===== src/hw/rtl/assert_macros.svh =====
// Assertion macros used by the RTL top level.
// No dependencies; include by bare file name.
`ifndef ASSERT_MACROS_SVH
`define ASSERT_MACROS_SVH

// Clocked assertion, disabled while reset is asserted (active-low reset).
`define PSL_ASSERT(label, clk, rst_n, prop, msg) \
  label: assert property (@(posedge clk) disable iff (!rst_n) (prop)) else $error(msg);

// Clocked assertion that stays armed through reset.
`define PSL_ASSERT_ALWAYS(label, clk, prop, msg) \
  label: assert property (@(posedge clk) (prop)) else $error(msg);

`endif


===== src/hw/rtl/psl_pkg.sv =====
// Shared types, constants and microcode for the PID steering unit.
// No dependencies; used by psl_div, the top level and the testbench.
package psl_pkg;

  localparam int unsigned DIV_W   = 11;
  localparam int unsigned QUO_W   = 15;
  localparam int unsigned CNT_W   = 4;
  localparam logic [CNT_W-1:0] DIV_LAST = CNT_W'(QUO_W - 1);

  localparam int unsigned Q_W     = 16;
  localparam int unsigned OUT_W   = 48;
  localparam int unsigned CFG_W   = 16;
  localparam int unsigned ADDR_W  = 3;
  localparam int unsigned PC_W    = 4;

  localparam logic [2:0] ST_CENTER    = 3'd0;
  localparam logic [2:0] ST_RIGHT     = 3'd1;
  localparam logic [2:0] ST_LEFT      = 3'd2;
  localparam logic [2:0] ST_SEARCHING = 3'd3;
  localparam logic [2:0] ST_STOPPED   = 3'd4;

  localparam logic [ADDR_W-1:0] REG_GAIN_P       = 3'd0;
  localparam logic [ADDR_W-1:0] REG_GAIN_I       = 3'd1;
  localparam logic [ADDR_W-1:0] REG_GAIN_D       = 3'd2;
  localparam logic [ADDR_W-1:0] REG_CRUISE_SPEED = 3'd3;
  localparam logic [ADDR_W-1:0] REG_LOST_TIMEOUT = 3'd4;
  localparam logic [ADDR_W-1:0] REG_IMAGE_WIDTH  = 3'd5;

  localparam logic [PC_W-1:0] STEP_WAIT  = 4'd0;
  localparam logic [PC_W-1:0] STEP_CHECK = 4'd1;
  localparam logic [PC_W-1:0] STEP_DIVE  = 4'd2;
  localparam logic [PC_W-1:0] STEP_EMITF = 4'd10;
  localparam logic [PC_W-1:0] STEP_EMITL = 4'd11;

  typedef enum logic [3:0] {
    OP_WAIT,
    OP_SETUP_ERR,
    OP_DIV,
    OP_ERR,
    OP_INTEG,
    OP_MAC_P,
    OP_MAC_I,
    OP_MAC_D,
    OP_SETUP_ANG,
    OP_SCALE,
    OP_EMIT_FOUND,
    OP_EMIT_LOST
  } op_e;

  typedef enum logic [2:0] {
    COND_NONE,
    COND_NO_ACCEPT,
    COND_LOST,
    COND_DIV_BUSY,
    COND_OUT_BUSY
  } cond_e;

  typedef struct packed {
    op_e             op;
    cond_e           cond;
    logic [PC_W-1:0] target;
    logic            ret;
  } ucode_t;

  typedef struct packed {
    logic load;
    logic step;
  } div_ctl_t;

  function automatic ucode_t ucode_rom(input logic [PC_W-1:0] pc);
    ucode_t cw;
    cw = '{op: OP_WAIT, cond: COND_NONE, target: STEP_WAIT, ret: 1'b1};
    unique case (pc)
      4'd0:  cw = '{op: OP_WAIT,       cond: COND_NO_ACCEPT, target: STEP_WAIT,  ret: 1'b0};
      4'd1:  cw = '{op: OP_SETUP_ERR,  cond: COND_LOST,      target: STEP_EMITL, ret: 1'b0};
      4'd2:  cw = '{op: OP_DIV,        cond: COND_DIV_BUSY,  target: STEP_DIVE,  ret: 1'b0};
      4'd3:  cw = '{op: OP_ERR,        cond: COND_NONE,      target: STEP_WAIT,  ret: 1'b0};
      4'd4:  cw = '{op: OP_INTEG,      cond: COND_NONE,      target: STEP_WAIT,  ret: 1'b0};
      4'd5:  cw = '{op: OP_MAC_P,      cond: COND_NONE,      target: STEP_WAIT,  ret: 1'b0};
      4'd6:  cw = '{op: OP_MAC_I,      cond: COND_NONE,      target: STEP_WAIT,  ret: 1'b0};
      4'd7:  cw = '{op: OP_MAC_D,      cond: COND_NONE,      target: STEP_WAIT,  ret: 1'b0};
      4'd8:  cw = '{op: OP_SETUP_ANG,  cond: COND_NONE,      target: STEP_WAIT,  ret: 1'b0};
      4'd9:  cw = '{op: OP_SCALE,      cond: COND_NONE,      target: STEP_WAIT,  ret: 1'b0};
      4'd10: cw = '{op: OP_EMIT_FOUND, cond: COND_OUT_BUSY,  target: STEP_EMITF, ret: 1'b1};
      4'd11: cw = '{op: OP_EMIT_LOST,  cond: COND_OUT_BUSY,  target: STEP_EMITL, ret: 1'b1};
      default: cw = '{op: OP_WAIT, cond: COND_NONE, target: STEP_WAIT, ret: 1'b1};
    endcase
    return cw;
  endfunction

endpackage


===== src/hw/rtl/pid_steering_with_lost_timeout_unit.sv =====
// PID steering controller with lost-line timeout, microcoded sequencer top level.
// Depends on psl_pkg, psl_div and assert_macros.svh.
//
// Usage: one input word per camera frame on the s_axis channel, one result
// word per input on the m_axis channel. Gains, cruise speed, lost timeout and
// image width are written on the cfg port while the unit is idle.
// Sequence: a found frame runs the error setup, the serial divider for the
// normalized error, then the error, integral, three multiply-accumulate,
// angular setup, scale and emit steps into the result register; a lost frame
// goes from the check step straight to its emit step. A frame is not accepted
// while the last is in progress: the next word can be accepted from the cycle after the current result is loaded.
// The multiply-accumulate of the three PID terms shares one 9x17 multiplier
// over three steps; the division by 100 is a reciprocal multiplication.
// Reset: registers return to their default values, the integral, previous
// error and last-seen time clear, and the sequencer waits for input.
// Stall: the result is held in the output register until taken; the next
// frame is processed meanwhile and waits at its final step for the register.
`include "assert_macros.svh"

module pid_steering_with_lost_timeout_unit import psl_pkg::*; #(
  parameter int unsigned COORD_BITS = 12,
  parameter int unsigned TIME_BITS  = 32
) (
  input  logic                clk_i,
  input  logic                rst_ni,
  input  logic                cfg_we_i,
  input  logic [ADDR_W-1:0]   cfg_addr_i,
  input  logic [CFG_W-1:0]    cfg_wdata_i,
  input  logic                s_axis_tvalid,
  output logic                s_axis_tready,
  // ref_center_x, guide_center_x, time_ms, zero fill
  input  logic [((2*COORD_BITS+TIME_BITS+7)/8)*8-1:0] s_axis_tdata,
  // lines_found
  input  logic                s_axis_tuser,
  output logic                m_axis_tvalid,
  input  logic                m_axis_tready,
  // linear_speed, angular_rate, steer_error, status, zero fill
  output logic [OUT_W-1:0]    m_axis_tdata
);

  localparam int unsigned MW     = (COORD_BITS > DIV_W) ? COORD_BITS : DIV_W;
  localparam int unsigned ACC_W  = 27;
  localparam int unsigned PROD_W = 26;
  localparam int unsigned RECIP_SH = 25;
  localparam logic [ACC_W-1:0] ANG_LIM = ACC_W'(32768 * 100);
  localparam logic [20:0] RECIP_25 = 21'd1342178;
  localparam logic signed [Q_W-1:0] QMAX = 16'sd32767;
  localparam logic signed [Q_W-1:0] THRESH = 16'sd655;

  // configuration
  logic [7:0]  gain_p_q, gain_d_q;
  logic [6:0]  gain_i_q, cruise_q;
  logic [15:0] timeout_q;
  logic [11:0] width_q;

  // sequencer
  logic [PC_W-1:0] pc_q, pc_d;
  ucode_t          cw;
  logic            take;
  logic            in_acc;
  logic            out_busy;

  // input hold
  logic                  found_q;
  logic [COORD_BITS-1:0] refx_q, guidex_q;
  logic [TIME_BITS-1:0]  time_q;

  // datapath
  logic                    neg_q, ovf_q;
  logic signed [Q_W-1:0]   err_q, integ_new_q;
  logic signed [Q_W:0]     dif_q;
  logic signed [ACC_W-1:0] acc_q;
  logic [19:0]             amag_q;
  logic signed [Q_W-1:0]   ang_q;
  logic signed [Q_W-1:0]   integral_q, prev_q;
  logic [TIME_BITS-1:0]    last_q;
  logic                    out_valid_q;
  logic [OUT_W-1:0]        out_data_q;

  logic [COORD_BITS:0]     diff;
  logic                    diff_neg;
  logic [COORD_BITS-1:0]   diff_mag;
  logic [MW-1:0]           mag_ext, half_ext;
  logic [DIV_W-1:0]        half;
  logic signed [Q_W:0]     isum;
  logic signed [Q_W-1:0]   isat;
  logic                    acc_neg;
  logic [ACC_W-1:0]        acc_mag;
  logic [7:0]              mgain;
  logic signed [Q_W:0]     mopnd;
  logic signed [PROD_W-1:0] prod;
  logic [40:0]             ang_prod;
  logic [2:0]              status_f, status_l;
  logic [TIME_BITS-1:0]    elapsed;

  div_ctl_t         div_ctl;
  logic [DIV_W-1:0] div_rem0, div_dvs;
  logic [QUO_W-1:0] div_low, quot;
  logic             div_busy;

  function automatic logic signed [Q_W-1:0] signed_q(input logic neg, input logic ovf,
                                                      input logic [QUO_W-1:0] q);
    logic signed [Q_W-1:0] m;
    m = ovf ? QMAX : $signed({1'b0, q});
    return neg ? -m : m;
  endfunction

  // configuration writes
  always_ff @(posedge clk_i or negedge rst_ni) begin
    if (!rst_ni) begin
      gain_p_q  <= 8'd50;
      gain_i_q  <= 7'd0;
      gain_d_q  <= 8'd10;
      cruise_q  <= 7'd30;
      timeout_q <= 16'd3000;
      width_q   <= 12'd640;
    end else if (cfg_we_i) begin
      unique case (cfg_addr_i)
        REG_GAIN_P:       gain_p_q  <= cfg_wdata_i[7:0];
        REG_GAIN_I:       gain_i_q  <= cfg_wdata_i[6:0];
        REG_GAIN_D:       gain_d_q  <= cfg_wdata_i[7:0];
        REG_CRUISE_SPEED: cruise_q  <= cfg_wdata_i[6:0];
        REG_LOST_TIMEOUT: timeout_q <= cfg_wdata_i[15:0];
        REG_IMAGE_WIDTH:  width_q   <= cfg_wdata_i[11:0];
        default: ;
      endcase
    end
  end

  // sequencer
  assign cw            = ucode_rom(pc_q);
  assign s_axis_tready = cw.op == OP_WAIT;
  assign in_acc        = s_axis_tvalid && s_axis_tready;
  assign out_busy      = out_valid_q && !m_axis_tready;

  always_comb begin
    unique case (cw.cond)
      COND_NONE:      take = 1'b0;
      COND_NO_ACCEPT: take = !in_acc;
      COND_LOST:      take = !found_q;
      COND_DIV_BUSY:  take = div_busy;
      COND_OUT_BUSY:  take = out_busy;
      default:        take = 1'b0;
    endcase
    if (take) begin
      pc_d = cw.target;
    end else if (cw.ret) begin
      pc_d = STEP_WAIT;
    end else begin
      pc_d = pc_q + 1'b1;
    end
  end

  // error setup
  assign diff     = {1'b0, refx_q} - {1'b0, guidex_q};
  assign diff_neg = diff[COORD_BITS];
  assign diff_mag = diff_neg ? COORD_BITS'(-diff) : diff[COORD_BITS-1:0];
  assign half     = (width_q[11:1] == '0) ? DIV_W'(1) : width_q[11:1];
  assign mag_ext  = MW'(diff_mag);
  assign half_ext = MW'(half);

  // integral and angular setup
  assign isum = {integral_q[Q_W-1], integral_q} + {err_q[Q_W-1], err_q};
  assign isat = (isum > 17'sd32767)  ? QMAX :
                (isum < -17'sd32767) ? -QMAX : isum[Q_W-1:0];
  assign acc_neg = acc_q[ACC_W-1];
  assign acc_mag = acc_neg ? ACC_W'(-acc_q) : ACC_W'(acc_q);

  // shared multiplier
  always_comb begin
    case (cw.op)
      OP_MAC_I: begin
        mgain = {1'b0, gain_i_q};
        mopnd = {integ_new_q[Q_W-1], integ_new_q};
      end
      OP_MAC_D: begin
        mgain = gain_d_q;
        mopnd = dif_q;
      end
      default: begin
        mgain = gain_p_q;
        mopnd = {err_q[Q_W-1], err_q};
      end
    endcase
  end
  assign prod = $signed({1'b0, mgain}) * mopnd;

  // divide by 100: drop two bits, then multiply by the reciprocal of 25
  assign ang_prod = amag_q * RECIP_25;

  // divider operands
  always_comb begin
    div_ctl.load = (cw.op == OP_SETUP_ERR) && found_q;
    div_ctl.step = cw.op == OP_DIV;
    div_rem0     = mag_ext[DIV_W-1:0];
    div_low      = '0;
    div_dvs      = half;
  end

  psl_div u_div (
    .clk_i     (clk_i),
    .rst_ni    (rst_ni),
    .ctl_i     (div_ctl),
    .rem0_i    (div_rem0),
    .low_i     (div_low),
    .divisor_i (div_dvs),
    .quot_o    (quot),
    .busy_o    (div_busy)
  );

  // results
  assign status_f = (err_q > THRESH) ? ST_RIGHT : (err_q < -THRESH) ? ST_LEFT : ST_CENTER;
  assign elapsed  = time_q - last_q;
  assign status_l = (elapsed > TIME_BITS'(timeout_q)) ? ST_STOPPED : ST_SEARCHING;

  always_ff @(posedge clk_i or negedge rst_ni) begin
    if (!rst_ni) begin
      pc_q        <= STEP_WAIT;
      out_valid_q <= 1'b0;
      integral_q  <= '0;
      prev_q      <= '0;
      last_q      <= '0;
    end else begin
      pc_q <= pc_d;
      if ((cw.op == OP_EMIT_FOUND) && !out_busy) begin
        out_valid_q <= 1'b1;
        integral_q  <= integ_new_q;
        prev_q      <= err_q;
        last_q      <= time_q;
      end else if ((cw.op == OP_EMIT_LOST) && !out_busy) begin
        out_valid_q <= 1'b1;
        integral_q  <= '0;
        prev_q      <= '0;
      end else if (m_axis_tready) begin
        out_valid_q <= 1'b0;
      end
    end
  end

  always_ff @(posedge clk_i) begin
    case (cw.op) inside
      OP_WAIT: begin
        if (in_acc) begin
          found_q  <= s_axis_tuser;
          refx_q   <= s_axis_tdata[COORD_BITS-1:0];
          guidex_q <= s_axis_tdata[2*COORD_BITS-1:COORD_BITS];
          time_q   <= s_axis_tdata[2*COORD_BITS+TIME_BITS-1:2*COORD_BITS];
        end
      end
      OP_SETUP_ERR: begin
        neg_q <= diff_neg;
        ovf_q <= mag_ext >= half_ext;
      end
      OP_ERR: begin
        err_q <= signed_q(neg_q, ovf_q, quot);
      end
      OP_INTEG: begin
        integ_new_q <= isat;
        dif_q       <= {err_q[Q_W-1], err_q} - {prev_q[Q_W-1], prev_q};
        acc_q       <= '0;
      end
      OP_MAC_P, OP_MAC_I, OP_MAC_D: begin
        acc_q <= acc_q + ACC_W'(prod);
      end
      OP_SETUP_ANG: begin
        neg_q  <= acc_neg;
        ovf_q  <= acc_mag >= ANG_LIM;
        amag_q <= acc_mag[QUO_W+6:2];
      end
      OP_SCALE: begin
        ang_q <= signed_q(neg_q, ovf_q, ang_prod[RECIP_SH +: QUO_W]);
      end
      OP_EMIT_FOUND: begin
        if (!out_busy) begin
          out_data_q <= {6'd0, status_f, err_q, ang_q, cruise_q};
        end
      end
      OP_EMIT_LOST: begin
        if (!out_busy) begin
          out_data_q <= {6'd0, status_l, 16'd0, 16'd0, 7'd0};
        end
      end
      default: ;
    endcase
  end

  assign m_axis_tvalid = out_valid_q;
  assign m_axis_tdata  = out_data_q;

  `PSL_ASSERT(a_accept_starts_program, clk_i, rst_ni,
    in_acc |=> (pc_q == STEP_CHECK), "accepted word did not start the program")
  `PSL_ASSERT(a_div_idle_at_wait, clk_i, rst_ni,
    (pc_q == STEP_WAIT) |-> !div_busy, "divider busy while waiting for input")
  `PSL_ASSERT(a_integral_in_range, clk_i, rst_ni,
    integral_q != -16'sd32768, "integral left the saturated range")
  `PSL_ASSERT(a_status_code, clk_i, rst_ni,
    m_axis_tvalid |-> (m_axis_tdata[41:39] <= ST_STOPPED), "status code out of range")

endmodule


===== src/hw/rtl/psl_div.sv =====
// Restoring serial divider, one quotient bit per step, 15-bit quotient.
// Depends on psl_pkg; the initial remainder must be below the divisor.
module psl_div import psl_pkg::*; (
  input  logic             clk_i,
  input  logic             rst_ni,
  input  div_ctl_t         ctl_i,
  input  logic [DIV_W-1:0] rem0_i,
  input  logic [QUO_W-1:0] low_i,
  input  logic [DIV_W-1:0] divisor_i,
  output logic [QUO_W-1:0] quot_o,
  output logic             busy_o
);

  logic [DIV_W-1:0] rem_q, rem_d;
  logic [QUO_W-1:0] low_q, low_d;
  logic [QUO_W-1:0] quot_q, quot_d;
  logic [DIV_W-1:0] dvs_q, dvs_d;
  logic [CNT_W-1:0] cnt_q, cnt_d;
  logic [DIV_W:0]   trial;
  logic             qbit;

  assign trial = {rem_q, low_q[QUO_W-1]};
  assign qbit  = trial >= {1'b0, dvs_q};

  always_comb begin
    rem_d  = rem_q;
    low_d  = low_q;
    quot_d = quot_q;
    dvs_d  = dvs_q;
    cnt_d  = cnt_q;
    if (ctl_i.load) begin
      rem_d  = rem0_i;
      low_d  = low_i;
      dvs_d  = divisor_i;
      quot_d = '0;
      cnt_d  = '0;
    end else if (ctl_i.step) begin
      rem_d  = qbit ? DIV_W'(trial - {1'b0, dvs_q}) : DIV_W'(trial);
      low_d  = {low_q[QUO_W-2:0], 1'b0};
      quot_d = {quot_q[QUO_W-2:0], qbit};
      if (cnt_q != DIV_LAST) begin
        cnt_d = cnt_q + 1'b1;
      end
    end
  end

  always_ff @(posedge clk_i or negedge rst_ni) begin
    if (!rst_ni) begin
      cnt_q <= DIV_LAST;
    end else begin
      cnt_q <= cnt_d;
    end
  end

  always_ff @(posedge clk_i) begin
    rem_q  <= rem_d;
    low_q  <= low_d;
    quot_q <= quot_d;
    dvs_q  <= dvs_d;
  end

  assign quot_o = quot_q;
  assign busy_o = cnt_q != DIV_LAST;

endmodule


===== config.mk =====
export PLATFORM = sky130hd
export DESIGN_NAME = pid_steering_with_lost_timeout_unit
export DESIGN_NICKNAME = d
export VERILOG_FILES = /design/src/hw/rtl/psl_pkg.sv /design/src/hw/rtl/pid_steering_with_lost_timeout_unit.sv /design/src/hw/rtl/psl_div.sv
export VERILOG_INCLUDE_DIRS = /design/src /design/src/hw/rtl
export SDC_FILE = /design/constraint.sdc
export NUM_CORES = 2
export LEC_CHECK = 0
export ABC_AREA = 0
export ABC_CLOCK_PERIOD_IN_PS = 9700
export BUFFER_PORTS_ARGS = -buffer_cell sky130_fd_sc_hd__buf_4
export CAP_MARGIN = 20
export CORE_ASPECT_RATIO = 0.8
export CORE_MARGIN = 8
export CORE_UTILIZATION = 50
export DETAILED_ROUTE_END_ITERATION = 12
export GPL_TIMING_DRIVEN = 0
export PLACE_DENSITY = 0.76
export SYNTH_ARGS = -nofsm -noshare
export SYNTH_HDL_FRONTEND = slang
export SYNTH_SLANG_ARGS = --single-unit

===== constraint.sdc =====
create_clock -name clk_i -period 9.7 [get_ports clk_i]
set_clock_uncertainty 0.2 [all_clocks]
set_input_delay 0.485 -clock clk_i [delete_from_list [all_inputs] [get_ports clk_i]]
set_output_delay 0.485 -clock clk_i [all_outputs]
set_load 0.05 [all_outputs]

==> results.ini <==
[outcome]
status = finished clean

[die]
ios = 131
die_w_um = 304
core_area_um2 = 65800
rows = 84
die_y_um = 247
start_util_pct = 50.5
dieArea_um2 = 75000

[timing]
fin_tns_setup_ns = 0
whs_ns = 0.0324
relSlewSlack_pct = 20.9
fin_crit_sh_pct = 88.7
fin_crit_ns = 8.60
drv_slew = 0
setup_viol = 0
fmax_mhz = 116
hold_viol = 0
worst-slew-pin-transition_ns = 1.18
rsz0062_at_grt = false

[synthesis]
synthFlopType = edfxtp_1
syn_area_um2 = 33200
synth_top_area_cell = edfxtp_1
synthTopCellsByArea = edfxtp_1, fa_1, ha_1
yosysSeqAreaShare_pct = 32.0
synth_edf_count = 235
postSynthAreaPerCell_um2 = 10.1
netlist-cell-type-count = 85
ys_warn_count = 0
postSynthCellCount = 3301
netlist.area_leader.share_pct = 21.2
async_flop_share_pct = 34.2
synth-seq-cells = 380

[cts]
clock-sinks = 380
cts_setup_buffers = 0
numCtsBuffers = 39
cts_resized = 0
cts_buffer_depth = 3
htreeDepth = 2
hold_buffers = 72
insertion_delay_ns = 0.58
path_clk_slew_ns = 0.06
root_buffer = clkbuf_16
cts_tree = built

[worst_setup_path]
critPathMaxFanout = 10
path_class = register to register
crit_required_ns = 9.78
cp.arrival_ns = 8.68
startpoint_type = register
crit_path_end_kind = register

[drt]
vias = 24400
drt_pass1_iterations = 6
antenna_left = 0
totalWireLength_mm = 79.9
routed_via_density = 5.49
wl_per_cell_um = 18.0
drc = 0
drt_iter0_markers = 1719

[grt]
groute.usage.overall_pct = 21.4
grt_pass1_wl_mm = 130
grt_max_degree = 90
grt_pass1_vias = 24700
antenna_found_initial = 2
grt_overflow = 0

[cells_and_area]
finalNetCount = 4315
area_growth_pct = 12.5
layout.cells.non_filler = 4445
final_util_pct = 56.8
drive_above_1_share_pct = 8.31

[placement]
gp_congestion = 0.898
hpwl_mm = 62.5
port_buffers = 123
place_inst = 4301

[min_path]
hold_path.class = input pin to register

[flow_run]
maxCapViolCount = 0

## worst paths after layout
kind	to	slack, ns	from	cells past startpoint
hold reg to reg	u_div.cnt_q[3]$_DFFE_PN1P_	0.30	u_div.cnt_q[3]$_DFFE_PN1P_	2
max in group asynchronous	u_div.cnt_q[3]$_DFFE_PN1P_	8.24	rst_ni	3
setup / recovery	acc_q[26]$_SDFFCE_PP0P_	1.10	pc_q[0]$_DFFE_PN0P_	27
min in group asynchronous	last_q[22]$_DFFE_PN0P_	0.21	rst_ni	2
hold / removal	timeout_q[1]$_DFFE_PN0P_	0.03	cfg_wdata_i[1]	3
setup reg to reg	acc_q[26]$_SDFFCE_PP0P_	1.10	pc_q[0]$_DFFE_PN0P_	27
## state kept, by name, summed over array words and instances, names as in the netlist, 4 cells and up
| name | cells |
|---|---|
| amag_q | 20 |
| integ_new_q | 16 |
| guidex_q | 12 |
| u_div.cnt_q | 4 |
| integral_q | 16 |
| refx_q | 12 |
| last_q | 32 |
| prev_q | 16 |
| timeout_q | 16 |
| ang_q | 16 |
| err_q | 16 |
| gain_d_q | 8 |
| cruise_q | 7 |
| gain_i_q | 7 |
| u_div.dvs_q | 11 |
| m_axis_tdata | 42 |
| width_q | 11 |
| pc_q | 4 |
| gain_p_q | 8 |
| acc_q | 27 |
| time_q | 32 |
| dif_q | 17 |
| u_div.quot_o | 15 |
| u_div.rem_q | 11 |
## per-stage QoR
stage | setup WS (ns) | cell area, µm²
after global placement | 1.20 | 35300
after floorplan | 2.57 | 33300
final | 1.10 | 37400
after detailed placement | 1.19 | 35400
after CTS | 1.12 | 37400
after global routing | 0.529 | 37400
## Yosys cell counts, types with 34 or more instances
master	instances
a21o_1	54
a21oi_1	131
and2_1	50
clkbuf_1	85
dfrtp_1	109
edfxtp_1	235
fa_1	280
ha_1	400
inv_1	573
mux2_2	45
nand2_1	266
nor2_1	233
nor2b_1	34
nor3_1	46
o21ai_0	150
xnor2_1	98
xor2_1	48
## layout make-up
class	instances	area [µm²]
antenna	1	2.50
buffer	95	387
clock buffer	50	1050
clock inverter	21	176
fill	5465	28400
inverter	574	2150
multi-input combinational	2257	20100
sequential	380	10600
tap	860	1080
timing repair buffer	207	1790
## placed cells by master (no fill, tap or decap), types with 16 or more instances in the layout
cell / instances
a211oi_1: 30
a21o_1: 54
a21oi_1: 131
a22o_1: 30
and2_1: 50
buf_4: 133
clkbuf_1: 94
clkbuf_16: 40
dfrtp_1: 109
dfstp_2: 21
dlygate4sd3_1: 72
edfxtp_1: 235
fa_1: 280
ha_1: 400
inv_1: 573
mux2_2: 45
mux2i_1: 28
nand2_1: 266
nand3_1: 29
nand4_1: 24
nor2_1: 232
nor2b_1: 34
nor3_1: 44
o21a_1: 24
o21ai_0: 150
o21bai_1: 20
o31ai_1: 16
xnor2_1: 98
xor2_1: 48
## critical path, stage by stage (launching register included)
cell      delay, ns
dfrtp_1        0.40
clkbuf_1       0.49
clkbuf_1       0.65
buf_1          0.66
mux2i_1        0.21
o21ai_0        0.55
nand2_1        0.15
fa_1           0.53
inv_1          0.05
fa_1           0.53
inv_1          0.06
fa_1           0.47
inv_1          0.05
fa_1           0.53
inv_1          0.05
fa_1           0.49
inv_1          0.04
ha_1           0.21
a21o_1         0.18
a21oi_1        0.17
nor2_1         0.07
or2_2          0.29
a211oi_1       0.34
o211ai_1       0.15
a21o_1         0.24
a221oi_1       0.35
xnor2_1        0.16
nor2_1         0.05
## routing by layer
metal,track usage [%],vias up,routed length (µm)
li1,-,11600,-
met1,29.5,11900,35600
met2,34.0,757,36000
met3,5.04,144,6440
met4,5.48,2,1870
met5,0,-,12
## cell families (layout without fill, tap and decap cells)
kind of cell	count (synthesis)	in the layout	synth area share [%]
AND/OR/NAND/NOR	772	772	10.8
flip-flops	380	380	32.0
XOR/XNOR	146	146	3.85
other	1	7	0.0113
adder cells (fa/ha/maj)	690	690	32.2
AO/OA/AOI/OAI	569	569	11.1
buffers and inverters	669	947	7.64
multiplexers	74	74	2.40
Power is not shown: default switching activity piles up to over one toggle a cycle in this logic, so the estimate is an artifact.
